[src/rtl/sct_pkg.sv]
// ----------------------------------------------------------------------------
// sct_pkg
// Shared constants, payload types, sequencer codes and divisor helpers for
// the Taylor-series sine/cosine block.
// ----------------------------------------------------------------------------
package sct_pkg;

  // series and output format
  localparam int MAX_TERMS = 15;
  localparam int FRAC_BITS = 24;
  localparam int WORK_FRAC = 48;
  localparam int OUT_SHIFT = WORK_FRAC - FRAC_BITS;

  // port field widths
  localparam int ANGLE_W = 16;
  localparam int COUNT_W = 4;
  localparam int OUT_W   = 32;

  // internal value widths, sized from the worst case over one full turn
  localparam int MAG_IN_W = ANGLE_W + 1;  // magnitude of the input angle
  localparam int DEG_W    = 9;            // reduced angle, 0..359
  localparam int X_W      = 51;           // radians, below 2*pi
  localparam int X2_W     = 54;           // x squared, below 40
  localparam int TERM_W   = 56;           // largest term stays below 128
  localparam int PROD_W   = 60;           // product before a division
  localparam int SUM_W    = 60;           // signed partial sums

  // shared multiplier
  localparam int LIMB_W  = 32;
  localparam int OPND_W  = 2 * LIMB_W;
  localparam int ACC_W   = 2 * OPND_W;
  localparam int MUL_PP  = 4;             // partial products per multiply
  localparam int MSTEP_W = 3;

  // iterative divider
  localparam int DIVISOR_W  = 10;
  localparam int RADIX_BITS = 4;
  localparam int DIV_STEPS  = PROD_W / RADIX_BITS;
  localparam int DIV_CNT_W  = $clog2(DIV_STEPS + 1);

  // pi truncated to WORK_FRAC fractional bits
  localparam logic [49:0] PI_WORK = 50'h3243F6A8885A3;

  localparam logic [DIVISOR_W-1:0] FULL_TURN = DIVISOR_W'(360);
  localparam logic [DIVISOR_W-1:0] HALF_TURN = DIVISOR_W'(180);

  // 1.0 in the working format
  localparam logic [TERM_W-1:0] ONE_WORK = TERM_W'(64'd1 << WORK_FRAC);

  // payload of one transfer in each direction
  typedef struct packed {
    logic signed [ANGLE_W-1:0] angle_deg;
    logic        [COUNT_W-1:0] term_count;
  } sct_item_t;

  typedef struct packed {
    logic signed [OUT_W-1:0] sine_value;
    logic signed [OUT_W-1:0] cosine_value;
    logic                    saturated;
  } sct_result_t;

  // sequencer states
  typedef enum logic [2:0] {
    ST_IDLE,
    ST_DIV_START,
    ST_DIV,
    ST_MUL,
    ST_MUL_WB,
    ST_CONV,
    ST_OUT
  } state_t;

  // operation currently on the shared units
  typedef enum logic [2:0] {
    OP_MOD,   // angle magnitude modulo 360
    OP_ANG,   // degrees times pi
    OP_RAD,   // divide by 180
    OP_SQR,   // x squared
    OP_SMUL,  // sine term times x squared
    OP_SDIV,  // sine term divided by 2k(2k+1)
    OP_CMUL,  // cosine term times x squared
    OP_CDIV   // cosine term divided by (2k-1)2k
  } op_t;

  // sine divisor 2k(2k+1)
  function automatic logic [DIVISOR_W-1:0] sin_divisor(input logic [COUNT_W-1:0] k);
    logic [DIVISOR_W-1:0] twok;
    twok = DIVISOR_W'({k, 1'b0});
    return DIVISOR_W'(twok * (twok + DIVISOR_W'(1)));
  endfunction

  // cosine divisor (2k-1)2k
  function automatic logic [DIVISOR_W-1:0] cos_divisor(input logic [COUNT_W-1:0] k);
    logic [DIVISOR_W-1:0] twok;
    twok = DIVISOR_W'({k, 1'b0});
    return DIVISOR_W'(twok * (twok - DIVISOR_W'(1)));
  endfunction

endpackage

[src/rtl/sct_mul32.sv]
// ----------------------------------------------------------------------------
// sct_mul32
// Shared 32x32 unsigned multiplier with a registered product; wide products
// are built from its partial products by the sequencer.
// ----------------------------------------------------------------------------
module sct_mul32 (
  input  logic                           clk,
  input  logic [sct_pkg::LIMB_W-1:0]     a,
  input  logic [sct_pkg::LIMB_W-1:0]     b,
  output logic [2*sct_pkg::LIMB_W-1:0]   p
);

  // one partial product per cycle
  always_ff @(posedge clk) begin
    p <= {{sct_pkg::LIMB_W{1'b0}}, a} * {{sct_pkg::LIMB_W{1'b0}}, b};
  end

endmodule

[src/rtl/sct_div.sv]
// ----------------------------------------------------------------------------
// sct_div
// Iterative restoring divider, four quotient bits per cycle; gives the
// truncated quotient and the remainder of a wide dividend by a short divisor.
// ----------------------------------------------------------------------------
module sct_div (
  input  logic                              clk,
  input  logic                              rst,
  input  logic                              start,
  input  logic [sct_pkg::PROD_W-1:0]        dividend,
  input  logic [sct_pkg::DIVISOR_W-1:0]     divisor,
  output logic [sct_pkg::PROD_W-1:0]        quotient,
  output logic [sct_pkg::DIVISOR_W-1:0]     remainder,
  output logic                              done
);

  logic [sct_pkg::PROD_W-1:0]     quot;
  logic [sct_pkg::DIVISOR_W-1:0]  rem;
  logic [sct_pkg::DIVISOR_W-1:0]  dvs;
  logic [sct_pkg::DIV_CNT_W-1:0]  cnt;
  logic [sct_pkg::DIVISOR_W:0]    part;
  logic [sct_pkg::RADIX_BITS-1:0] bits;

  // four shift-subtract steps on the narrow partial remainder
  always_comb begin
    part = {1'b0, rem};
    bits = '0;
    for (int i = 0; i < sct_pkg::RADIX_BITS; i++) begin
      part = {part[sct_pkg::DIVISOR_W-1:0], quot[sct_pkg::PROD_W-1-i]};
      if (part >= {1'b0, dvs}) begin
        part = part - {1'b0, dvs};
        bits[sct_pkg::RADIX_BITS-1-i] = 1'b1;
      end
    end
  end

  // step counter and completion flag
  always_ff @(posedge clk) begin
    if (rst) begin
      cnt  <= '0;
      done <= 1'b0;
    end else begin
      done <= !start && (cnt == sct_pkg::DIV_CNT_W'(1));
      if (start) begin
        cnt <= sct_pkg::DIV_CNT_W'(sct_pkg::DIV_STEPS);
      end else if (cnt != '0) begin
        cnt <= cnt - sct_pkg::DIV_CNT_W'(1);
      end
    end
  end

  // dividend shifts out at the top while quotient bits shift in
  always_ff @(posedge clk) begin
    if (start) begin
      quot <= dividend;
      rem  <= '0;
      dvs  <= divisor;
    end else if (cnt != '0) begin
      quot <= {quot[sct_pkg::PROD_W-sct_pkg::RADIX_BITS-1:0], bits};
      rem  <= part[sct_pkg::DIVISOR_W-1:0];
    end
  end

  assign quotient  = quot;
  assign remainder = rem;

endmodule

[src/rtl/sct_sat.sv]
// ----------------------------------------------------------------------------
// sct_sat
// Converts a signed working-format sum to the 32-bit output format:
// optional sign flip, magnitude truncation, clamping with a flag.
// ----------------------------------------------------------------------------
module sct_sat (
  input  logic                              clk,
  input  logic                              load,
  input  logic signed [sct_pkg::SUM_W-1:0]  sum,
  input  logic                              flip,
  output logic signed [sct_pkg::OUT_W-1:0]  value,
  output logic                              clamped
);

  localparam int MAG_W = sct_pkg::SUM_W - sct_pkg::OUT_SHIFT;
  localparam logic [MAG_W-1:0] POS_MAX = MAG_W'(33'h0_7FFF_FFFF);
  localparam logic [MAG_W-1:0] NEG_MAX = MAG_W'(33'h0_8000_0000);

  logic [sct_pkg::SUM_W-1:0] abs_sum;
  logic [MAG_W-1:0]          mag;
  logic                      neg;
  logic [sct_pkg::OUT_W-1:0] lim;

  // magnitude of the sum
  assign abs_sum = sum[sct_pkg::SUM_W-1] ? $unsigned(-sum) : $unsigned(sum);

  // register truncated magnitude and final sign
  always_ff @(posedge clk) begin
    if (load) begin
      mag <= abs_sum[sct_pkg::SUM_W-1:sct_pkg::OUT_SHIFT];
      neg <= sum[sct_pkg::SUM_W-1] ^ flip;
    end
  end

  // clamp and restore the sign
  always_comb begin
    clamped = neg ? (mag > NEG_MAX) : (mag > POS_MAX);
    if (clamped) begin
      lim = neg ? sct_pkg::OUT_W'(NEG_MAX) : sct_pkg::OUT_W'(POS_MAX);
    end else begin
      lim = mag[sct_pkg::OUT_W-1:0];
    end
    value = $signed(neg ? sct_pkg::OUT_W'(-lim) : lim);
  end

endmodule

[src/rtl/sine_cosine_taylor_series.sv]
// ----------------------------------------------------------------------------
// sine_cosine_taylor_series
// Truncated Taylor-series sine and cosine of an integer angle in degrees.
// An item is taken when start is high and busy is low; busy then stays high
// while the series is summed up to term n, n being the clamped term count.
// The time goes to the shared units: each division is done by the
// four-bit-per-cycle divider, each wide multiply takes four passes through
// the one 32x32 multiplier, and every series term needs one of each for
// sine and for cosine. The result appears for exactly one cycle with done
// high, in the same cycle as busy drops; there is no way to hold it, so the
// receiver must capture it in that cycle. Outputs are signed Q7.24; saturated
// marks a clamp on either of them.
// ----------------------------------------------------------------------------
module sine_cosine_taylor_series (
  input  logic                 clk,
  input  logic                 rst,
  input  logic                 start,
  output logic                 busy,
  input  sct_pkg::sct_item_t   item,
  output logic                 done,
  output sct_pkg::sct_result_t result
);

  sct_pkg::state_t state, state_next;
  sct_pkg::op_t    op, op_next;

  logic [sct_pkg::MSTEP_W-1:0]    mstep, mstep_next;
  logic                           pp_valid, pp_valid_next;
  logic [1:0]                     pp_pos, pp_pos_next;
  logic [sct_pkg::ACC_W-1:0]      acc, acc_next;

  logic                           neg, neg_next;
  logic [sct_pkg::MAG_IN_W-1:0]   mag_in, mag_in_next;
  logic [sct_pkg::DEG_W-1:0]      deg, deg_next;
  logic [sct_pkg::COUNT_W-1:0]    n, n_next;
  logic [sct_pkg::COUNT_W-1:0]    k, k_next;
  logic [sct_pkg::X_W-1:0]        x, x_next;
  logic [sct_pkg::X2_W-1:0]       x2, x2_next;
  logic [sct_pkg::TERM_W-1:0]     ts, ts_next;
  logic [sct_pkg::TERM_W-1:0]     tc, tc_next;
  logic [sct_pkg::PROD_W-1:0]     prod, prod_next;
  logic signed [sct_pkg::SUM_W-1:0] ssum, ssum_next;
  logic signed [sct_pkg::SUM_W-1:0] csum, csum_next;
  sct_pkg::sct_result_t           result_next;

  logic [sct_pkg::MAG_IN_W-1:0]   raw_ext;
  logic [sct_pkg::MAG_IN_W-1:0]   in_mag;
  logic [sct_pkg::OPND_W-1:0]     opa, opb;
  logic [sct_pkg::LIMB_W-1:0]     a_limb, b_limb;
  logic [2*sct_pkg::LIMB_W-1:0]   pp;
  logic                           div_start;
  logic [sct_pkg::PROD_W-1:0]     dividend;
  logic [sct_pkg::DIVISOR_W-1:0]  divisor;
  logic [sct_pkg::PROD_W-1:0]     div_quot;
  logic [sct_pkg::DIVISOR_W-1:0]  div_rem;
  logic                           div_done;
  logic signed [sct_pkg::SUM_W-1:0] div_term;
  logic                           sat_load;
  logic signed [sct_pkg::OUT_W-1:0] sin_val, cos_val;
  logic                           sin_clamp, cos_clamp;

  // shared units
  sct_mul32 u_mul (
    .clk (clk),
    .a   (a_limb),
    .b   (b_limb),
    .p   (pp)
  );

  sct_div u_div (
    .clk       (clk),
    .rst       (rst),
    .start     (div_start),
    .dividend  (dividend),
    .divisor   (divisor),
    .quotient  (div_quot),
    .remainder (div_rem),
    .done      (div_done)
  );

  sct_sat u_sat_sin (
    .clk     (clk),
    .load    (sat_load),
    .sum     (ssum),
    .flip    (neg),
    .value   (sin_val),
    .clamped (sin_clamp)
  );

  sct_sat u_sat_cos (
    .clk     (clk),
    .load    (sat_load),
    .sum     (csum),
    .flip    (1'b0),
    .value   (cos_val),
    .clamped (cos_clamp)
  );

  // magnitude of the incoming angle
  assign raw_ext = {1'b0, item.angle_deg};
  assign in_mag  = item.angle_deg[sct_pkg::ANGLE_W-1]
                 ? (sct_pkg::MAG_IN_W'(1) << sct_pkg::ANGLE_W) - raw_ext
                 : raw_ext;

  assign busy = (state != sct_pkg::ST_IDLE);

  // operand selection for the shared units
  always_comb begin
    opa      = '0;
    opb      = '0;
    dividend = '0;
    divisor  = '0;
    case (op)
      sct_pkg::OP_MOD: begin
        dividend = sct_pkg::PROD_W'(mag_in);
        divisor  = sct_pkg::FULL_TURN;
      end
      sct_pkg::OP_ANG: begin
        opa = sct_pkg::OPND_W'(deg);
        opb = sct_pkg::OPND_W'(sct_pkg::PI_WORK);
      end
      sct_pkg::OP_RAD: begin
        dividend = prod;
        divisor  = sct_pkg::HALF_TURN;
      end
      sct_pkg::OP_SQR: begin
        opa = sct_pkg::OPND_W'(x);
        opb = sct_pkg::OPND_W'(x);
      end
      sct_pkg::OP_SMUL: begin
        opa = sct_pkg::OPND_W'(ts);
        opb = sct_pkg::OPND_W'(x2);
      end
      sct_pkg::OP_SDIV: begin
        dividend = prod;
        divisor  = sct_pkg::sin_divisor(k);
      end
      sct_pkg::OP_CMUL: begin
        opa = sct_pkg::OPND_W'(tc);
        opb = sct_pkg::OPND_W'(x2);
      end
      sct_pkg::OP_CDIV: begin
        dividend = prod;
        divisor  = sct_pkg::cos_divisor(k);
      end
      default: begin
        opa = '0;
      end
    endcase
  end

  // limb pair for this multiply pass
  assign a_limb = mstep[1] ? opa[2*sct_pkg::LIMB_W-1:sct_pkg::LIMB_W] : opa[sct_pkg::LIMB_W-1:0];
  assign b_limb = mstep[0] ? opb[2*sct_pkg::LIMB_W-1:sct_pkg::LIMB_W] : opb[sct_pkg::LIMB_W-1:0];

  // partial-product bookkeeping and accumulation
  always_comb begin
    pp_valid_next = (state == sct_pkg::ST_MUL) && (mstep != sct_pkg::MSTEP_W'(sct_pkg::MUL_PP));
    pp_pos_next   = {1'b0, mstep[1]} + {1'b0, mstep[0]};
    if (state == sct_pkg::ST_MUL) begin
      if (pp_valid) begin
        acc_next = acc + (sct_pkg::ACC_W'(pp) << (pp_pos * sct_pkg::LIMB_W));
      end else begin
        acc_next = acc;
      end
    end else begin
      acc_next = '0;
    end
  end

  // new term from the divider, as a signed sum operand
  assign div_term = $signed(sct_pkg::SUM_W'(div_quot[sct_pkg::TERM_W-1:0]));

  // sequencer
  always_comb begin
    state_next  = state;
    op_next     = op;
    mstep_next  = mstep;
    neg_next    = neg;
    mag_in_next = mag_in;
    deg_next    = deg;
    n_next      = n;
    k_next      = k;
    x_next      = x;
    x2_next     = x2;
    ts_next     = ts;
    tc_next     = tc;
    prod_next   = prod;
    ssum_next   = ssum;
    csum_next   = csum;
    result_next = result;
    div_start   = 1'b0;
    sat_load    = 1'b0;

    case (state)
      sct_pkg::ST_IDLE: begin
        if (start) begin
          neg_next    = item.angle_deg[sct_pkg::ANGLE_W-1];
          mag_in_next = in_mag;
          n_next      = (item.term_count > sct_pkg::COUNT_W'(sct_pkg::MAX_TERMS))
                      ? sct_pkg::COUNT_W'(sct_pkg::MAX_TERMS) : item.term_count;
          op_next     = sct_pkg::OP_MOD;
          state_next  = sct_pkg::ST_DIV_START;
        end
      end

      sct_pkg::ST_DIV_START: begin
        div_start  = 1'b1;
        state_next = sct_pkg::ST_DIV;
      end

      // divider writeback
      sct_pkg::ST_DIV: begin
        if (div_done) begin
          case (op)
            sct_pkg::OP_MOD: begin
              deg_next   = div_rem[sct_pkg::DEG_W-1:0];
              op_next    = sct_pkg::OP_ANG;
              state_next = sct_pkg::ST_MUL;
            end
            sct_pkg::OP_RAD: begin
              x_next     = div_quot[sct_pkg::X_W-1:0];
              op_next    = sct_pkg::OP_SQR;
              state_next = sct_pkg::ST_MUL;
            end
            sct_pkg::OP_SDIV: begin
              ts_next    = div_quot[sct_pkg::TERM_W-1:0];
              ssum_next  = k[0] ? ssum - div_term : ssum + div_term;
              op_next    = sct_pkg::OP_CMUL;
              state_next = sct_pkg::ST_MUL;
            end
            sct_pkg::OP_CDIV: begin
              tc_next   = div_quot[sct_pkg::TERM_W-1:0];
              csum_next = k[0] ? csum - div_term : csum + div_term;
              if (k == n) begin
                state_next = sct_pkg::ST_CONV;
              end else begin
                k_next     = k + sct_pkg::COUNT_W'(1);
                op_next    = sct_pkg::OP_SMUL;
                state_next = sct_pkg::ST_MUL;
              end
            end
            default: begin
              state_next = sct_pkg::ST_IDLE;
            end
          endcase
        end
      end

      // four passes through the multiplier, then one to drain
      sct_pkg::ST_MUL: begin
        if (mstep == sct_pkg::MSTEP_W'(sct_pkg::MUL_PP)) begin
          mstep_next = '0;
          state_next = sct_pkg::ST_MUL_WB;
        end else begin
          mstep_next = mstep + sct_pkg::MSTEP_W'(1);
        end
      end

      // multiplier writeback
      sct_pkg::ST_MUL_WB: begin
        case (op)
          sct_pkg::OP_ANG: begin
            prod_next  = acc[sct_pkg::PROD_W-1:0];
            op_next    = sct_pkg::OP_RAD;
            state_next = sct_pkg::ST_DIV_START;
          end
          sct_pkg::OP_SQR: begin
            x2_next   = acc[sct_pkg::WORK_FRAC +: sct_pkg::X2_W];
            ts_next   = sct_pkg::TERM_W'(x);
            tc_next   = sct_pkg::ONE_WORK;
            ssum_next = $signed(sct_pkg::SUM_W'(x));
            csum_next = $signed(sct_pkg::SUM_W'(sct_pkg::ONE_WORK));
            k_next    = sct_pkg::COUNT_W'(1);
            if (n == '0) begin
              state_next = sct_pkg::ST_CONV;
            end else begin
              op_next    = sct_pkg::OP_SMUL;
              state_next = sct_pkg::ST_MUL;
            end
          end
          sct_pkg::OP_SMUL: begin
            prod_next  = acc[sct_pkg::WORK_FRAC +: sct_pkg::PROD_W];
            op_next    = sct_pkg::OP_SDIV;
            state_next = sct_pkg::ST_DIV_START;
          end
          sct_pkg::OP_CMUL: begin
            prod_next  = acc[sct_pkg::WORK_FRAC +: sct_pkg::PROD_W];
            op_next    = sct_pkg::OP_CDIV;
            state_next = sct_pkg::ST_DIV_START;
          end
          default: begin
            state_next = sct_pkg::ST_IDLE;
          end
        endcase
      end

      sct_pkg::ST_CONV: begin
        sat_load   = 1'b1;
        state_next = sct_pkg::ST_OUT;
      end

      sct_pkg::ST_OUT: begin
        result_next.sine_value   = sin_val;
        result_next.cosine_value = cos_val;
        result_next.saturated    = sin_clamp | cos_clamp;
        state_next               = sct_pkg::ST_IDLE;
      end

      default: begin
        state_next = sct_pkg::ST_IDLE;
      end
    endcase
  end

  // control registers
  always_ff @(posedge clk) begin
    if (rst) begin
      state    <= sct_pkg::ST_IDLE;
      op       <= sct_pkg::OP_MOD;
      mstep    <= '0;
      pp_valid <= 1'b0;
      done     <= 1'b0;
    end else begin
      state    <= state_next;
      op       <= op_next;
      mstep    <= mstep_next;
      pp_valid <= pp_valid_next;
      done     <= (state == sct_pkg::ST_OUT);
    end
  end

  // datapath registers
  always_ff @(posedge clk) begin
    pp_pos <= pp_pos_next;
    acc    <= acc_next;
    neg    <= neg_next;
    mag_in <= mag_in_next;
    deg    <= deg_next;
    n      <= n_next;
    k      <= k_next;
    x      <= x_next;
    x2     <= x2_next;
    ts     <= ts_next;
    tc     <= tc_next;
    prod   <= prod_next;
    ssum   <= ssum_next;
    csum   <= csum_next;
    result <= result_next;
  end

endmodule
[config.mk]
export PLATFORM = sky130hd
export DESIGN_NAME = sine_cosine_taylor_series
export DESIGN_NICKNAME = d
export VERILOG_FILES = /design/src/rtl/sct_pkg.sv /design/src/rtl/sct_mul32.sv /design/src/rtl/sct_div.sv /design/src/rtl/sct_sat.sv /design/src/rtl/sine_cosine_taylor_series.sv
export SDC_FILE = /design/constraint.sdc
export NUM_CORES = 2
export LEC_CHECK = 0
export ABC_AREA = 1
export ABC_CLOCK_PERIOD_IN_PS = 8700
export BUFFER_PORTS_ARGS = -buffer_cell sky130_fd_sc_hd__buf_2
export CORE_MARGIN = 1.5
export CORE_UTILIZATION = 52
export DETAILED_ROUTE_END_ITERATION = 12
export PLACE_DENSITY = 0.78
export SYNTH_ARGS = -nofsm -noshare
export SYNTH_HDL_FRONTEND = slang
export SYNTH_SLANG_ARGS = --single-unit
export TNS_END_PERCENT = 100
[constraint.sdc]
create_clock -name clk -period 8.7 [get_ports clk]
set_input_delay 0.87 -clock clk [delete_from_list [all_inputs] [get_ports clk]]
set_output_delay 0.87 -clock clk [all_outputs]
set_load 0.01 [all_outputs]
==> flow_metrics.py <==
metrics = {
    "status": {
        "outcome": "finished clean",
    },
    "layout": {
        "multi_input_area_um2": 58900,
        "final_area_um2": 101000,
        "nNetsFinal": 13791,
        "seq_area_um2": 23200,
        "fillers": 16410,
        "drive_above_1_share_pct": 6.17,
        "area_growth_pct": 9.94,
    },
    "cts": {
        "numClockSinks": 840,
        "clock_latency_ns": 0.78,
        "htree_levels": 3,
        "cts_buffers": 98,
        "cts-root-buf": "clkbuf_16",
        "ctsHoldBuffers": 0,
        "clockBufferDepth": 3,
        "cts_tree": "done",
        "clk_pin_slew_ns": 0.07,
    },
    "floorplan": {
        "ios": 90,
        "core-area_um2": 176000,
        "dieArea_um2": 179000,
        "die_h_um": 423,
        "rows": 154,
        "die_w_um": 423,
        "initial_utilization_pct": 52.2,
    },
    "drt": {
        "avgRoutedWirePerCell_um": 26.0,
        "vias": 87029,
        "wirelength_mm": 384,
        "route.detailed.drc": 0,
        "ant_nets": 0,
        "viasPerCell": 5.90,
        "drt-initial-drc-count": 11534,
        "firstDrtPassIters": 9,
    },
    "synthesis": {
        "syn_inst": 12128,
        "synth_edf_count": 640,
        "synth_seq_cells": 840,
        "ys_async_sr_fraction_pct": 0,
        "ys_types": 73,
        "synth_flop_cell": "edfxtp_1",
        "ys_seq_area_share_pct": 25.3,
        "ys_warn_count": 0,
        "synth_area_um2": 91900,
        "syn_avg_cell_area_um2": 7.58,
    },
    "worst_hold_path": {
        "min_path_type": "input port to flip-flop",
        "min_from": "item[0]",
    },
    "timing": {
        "period_needed_ns": 8.48,
        "drv_slew": 0,
        "finalSetupViolCount": 0,
        "fin_skew_ns": 0.0837,
        "tightest_slew_ns": 1.45,
        "fin_crit_sh_pct": 97.5,
        "timing.fmax_ghz": 0.118,
        "finalHoldViolCount": 0,
        "relSlewSlack_pct": 2.63,
        "setup_ws_ns": 0.216,
        "rsz0062_at_grt": "yes",
    },
    "global_routing": {
        "use_met3_pct": 12.6,
        "grt_pass1_wl_mm": 554,
        "met2_usage_pct": 62.2,
        "use_met1_pct": 52.8,
        "grt_usage_pct": 42.3,
        "overflow": 0,
        "grt.busiest_layer": "met2",
        "grt_max_degree": 117,
        "first_global_vias": 82976,
        "antenna_found_initial": 17,
    },
    "power": {
        "p_total_mw": 41.2,
        "p_per_area_nw_per_um2": 408,
        "leakage_nw": 45.9,
        "irDropWorstVdd_uv": 652,
    },
    "placement": {
        "postPlaceCellArea_um2": 97000,
        "dp_hpwl_mm": 316,
        "dpl_worst_slack_ns": 0.111,
        "place_congestion": 1.13,
        "port_buffers": 89,
    },
    "setup_path": {
        "cp_top_family": "adder cells",
        "cpMaxStageDelayCell": "fa_1",
        "worstPathArrival_ns": 9.17,
        "end_kind": "flip-flop",
        "cp.required_ns": 9.38,
        "critPathLaunch": "op[0]",
        "setup.worst_path.class": "flip-flop to flip-flop",
        "r2r_start": "op[0]",
        "cp-start-kind": "flip-flop",
        "slowest_delay_ns": 0.70,
        "cp_max_fo": 22,
        "path_buf_inv": 10,
    },
    "job": {
        "maxCapViolations": 0,
    },
}
## placed cells by master (no fill, tap or decap), types with 45 or more instances in the layout
| master | netlist | final |
|---|---|---|
| inv_1 | 2295 | 2279 |
| nand2_1 | 2261 | 2253 |
| nor2_1 | 1812 | 1792 |
| fa_1 | 917 | 908 |
| o21ai_0 | 781 | 772 |
| a21oi_1 | 664 | 654 |
| edfxtp_1 | 640 | 640 |
| ha_1 | 550 | 548 |
| nand3_1 | 512 | 510 |
| buf_4 | 1 | 290 |
| xor2_1 | 209 | 209 |
| dfxtp_1 | 200 | 198 |
| nand4_1 | 122 | 122 |
| nor3_1 | 119 | 116 |
| clkbuf_16 | 0 | 104 |
| buf_2 | 68 | 89 |
| xnor2_1 | 84 | 84 |
| o21bai_1 | 82 | 81 |
| a31oi_1 | 68 | 67 |
| a21o_1 | 49 | 49 |
| buf_12 | 0 | 45 |
## sequential cells by signal, summed over array words and instances, names as in the netlist, 51 cells and up
signal,cells
acc,108
result,65
u_mul.p,64
csum,60
prod,60
ssum,60
u_div.quotient,60
tc,56
ts,56
x2,54
x,51
## cell usage after synthesis (10+ instances only)
| master | n | area share [%] |
|---|---|---|
| a21o_1 | 49 | 0.40 |
| buf_1 | 23 | 0.094 |
| a21boi_0 | 26 | 0.21 |
| xnor2_1 | 84 | 0.80 |
| fa_1 | 917 | 20 |
| or2_2 | 14 | 0.095 |
| clkbuf_1 | 263 | 1.1 |
| nor2_2 | 10 | 0.068 |
| nand3_1 | 512 | 2.8 |
| a21oi_1 | 664 | 3.6 |
| o21bai_1 | 82 | 0.67 |
| xor2_1 | 209 | 2.0 |
| buf_2 | 68 | 0.37 |
| o21ai_1 | 23 | 0.13 |
| nor2_1 | 1812 | 7.4 |
| o21ai_0 | 781 | 4.3 |
| dfxtp_1 | 200 | 4.4 |
| a211oi_1 | 12 | 0.098 |
| nor3_1 | 119 | 0.65 |
| inv_1 | 2295 | 9.4 |
| edfxtp_1 | 640 | 21 |
| clkinv_1 | 24 | 0.098 |
| nand3b_1 | 17 | 0.14 |
| o21a_1 | 44 | 0.36 |
| o211ai_1 | 31 | 0.25 |
| nor4_1 | 42 | 0.29 |
| and3_1 | 13 | 0.089 |
| a31oi_1 | 68 | 0.46 |
| a221oi_1 | 25 | 0.24 |
| nand2_1 | 2261 | 9.2 |
| nand4_1 | 122 | 0.83 |
| ha_1 | 550 | 7.5 |
| a22oi_1 | 22 | 0.18 |
## power by group
part           switching, mW  internal [mW]
Clock                   2.01           2.57
Combinational           20.5           10.4
Sequential             0.441           5.21
Total                   23.0           18.2
## metal layers
metal | up-vias | share of wire (%) | wire, um
li1 | 38783 | - | -
met1 | 41021 | 36 | 139000
met2 | 5929 | 42 | 161000
met3 | 1284 | 13 | 49300
met4 | 12 | 9.3 | 35600
met5 | - | 0.018 | 71
## final cells by class
class	count	area share [%]
antenna	24	0.0595
multi-input combinational	8603	58.3
clock inverter	70	0.835
tap	2340	2.90
inverter	2328	8.72
sequential	840	23.0
timing repair buffer	430	3.57
clock buffer	115	2.65
## through the flow
| stage | utilization (%) | hold WS, ns | std cells | setup TNS [ns] |
|---|---|---|---|---|
| 2_1_floorplan | - | 0.425 | 12129 | 0 |
| 3_3_place_gp | 55.1 | 0.431 | 14523 | 0 |
| 3_5_place_dp | 55.1 | 0.442 | 14523 | 0 |
| 4_1_cts | 57.1 | 0.414 | 14708 | 0 |
| 5_1_grt | 57.4 | 0.419 | 14742 | -0.223 |
| 6_report | 57.4 | 0.444 | 14750 | 0 |
## what timing repair did
item | 4_1_cts | 5_1_grt
resized for setup | 0 | 96
setup buffers | 0 | 16
setup endpoints to repair | 0 | 49
## cell families after synthesis
logic type               after synthesis  share of synthesized area (%)
AO/OA/AOI/OAI                       1886                           11.4
buffers and inverters               2686                           11.1
other                                  1                        0.00408
multiplexers                           3                         0.0368
AND/OR/NAND/NOR                     4952                           21.9
XOR/XNOR                             293                           2.79
adder cells (fa/ha/maj)             1467                           27.5
flip-flops                           840                           25.3
## final timing paths
| path | slack, ns | end | depth (start not counted) |
|---|---|---|---|
| setup / recovery | 0.22 | u_mul.p[57] | 34 |
| hold / removal | 0.44 | n[0] | 1 |
| setup reg to reg | 0.22 | u_mul.p[57] | 34 |
| hold reg to reg | 0.45 | x[24] | 0 |
## worst register-to-register path: cells and delay by family, from the launching register on
kind	cells	cell delay, ns
AND/OR/NAND/NOR	9	1.04
adder cells (fa/ha/maj)	9	4.68
flip-flops	1	0.32
AO/OA/AOI/OAI	5	0.94
XOR/XNOR	1	0.17
buffers and inverters	10	1.27
Note: power is estimated with default switching activity, not from simulation.
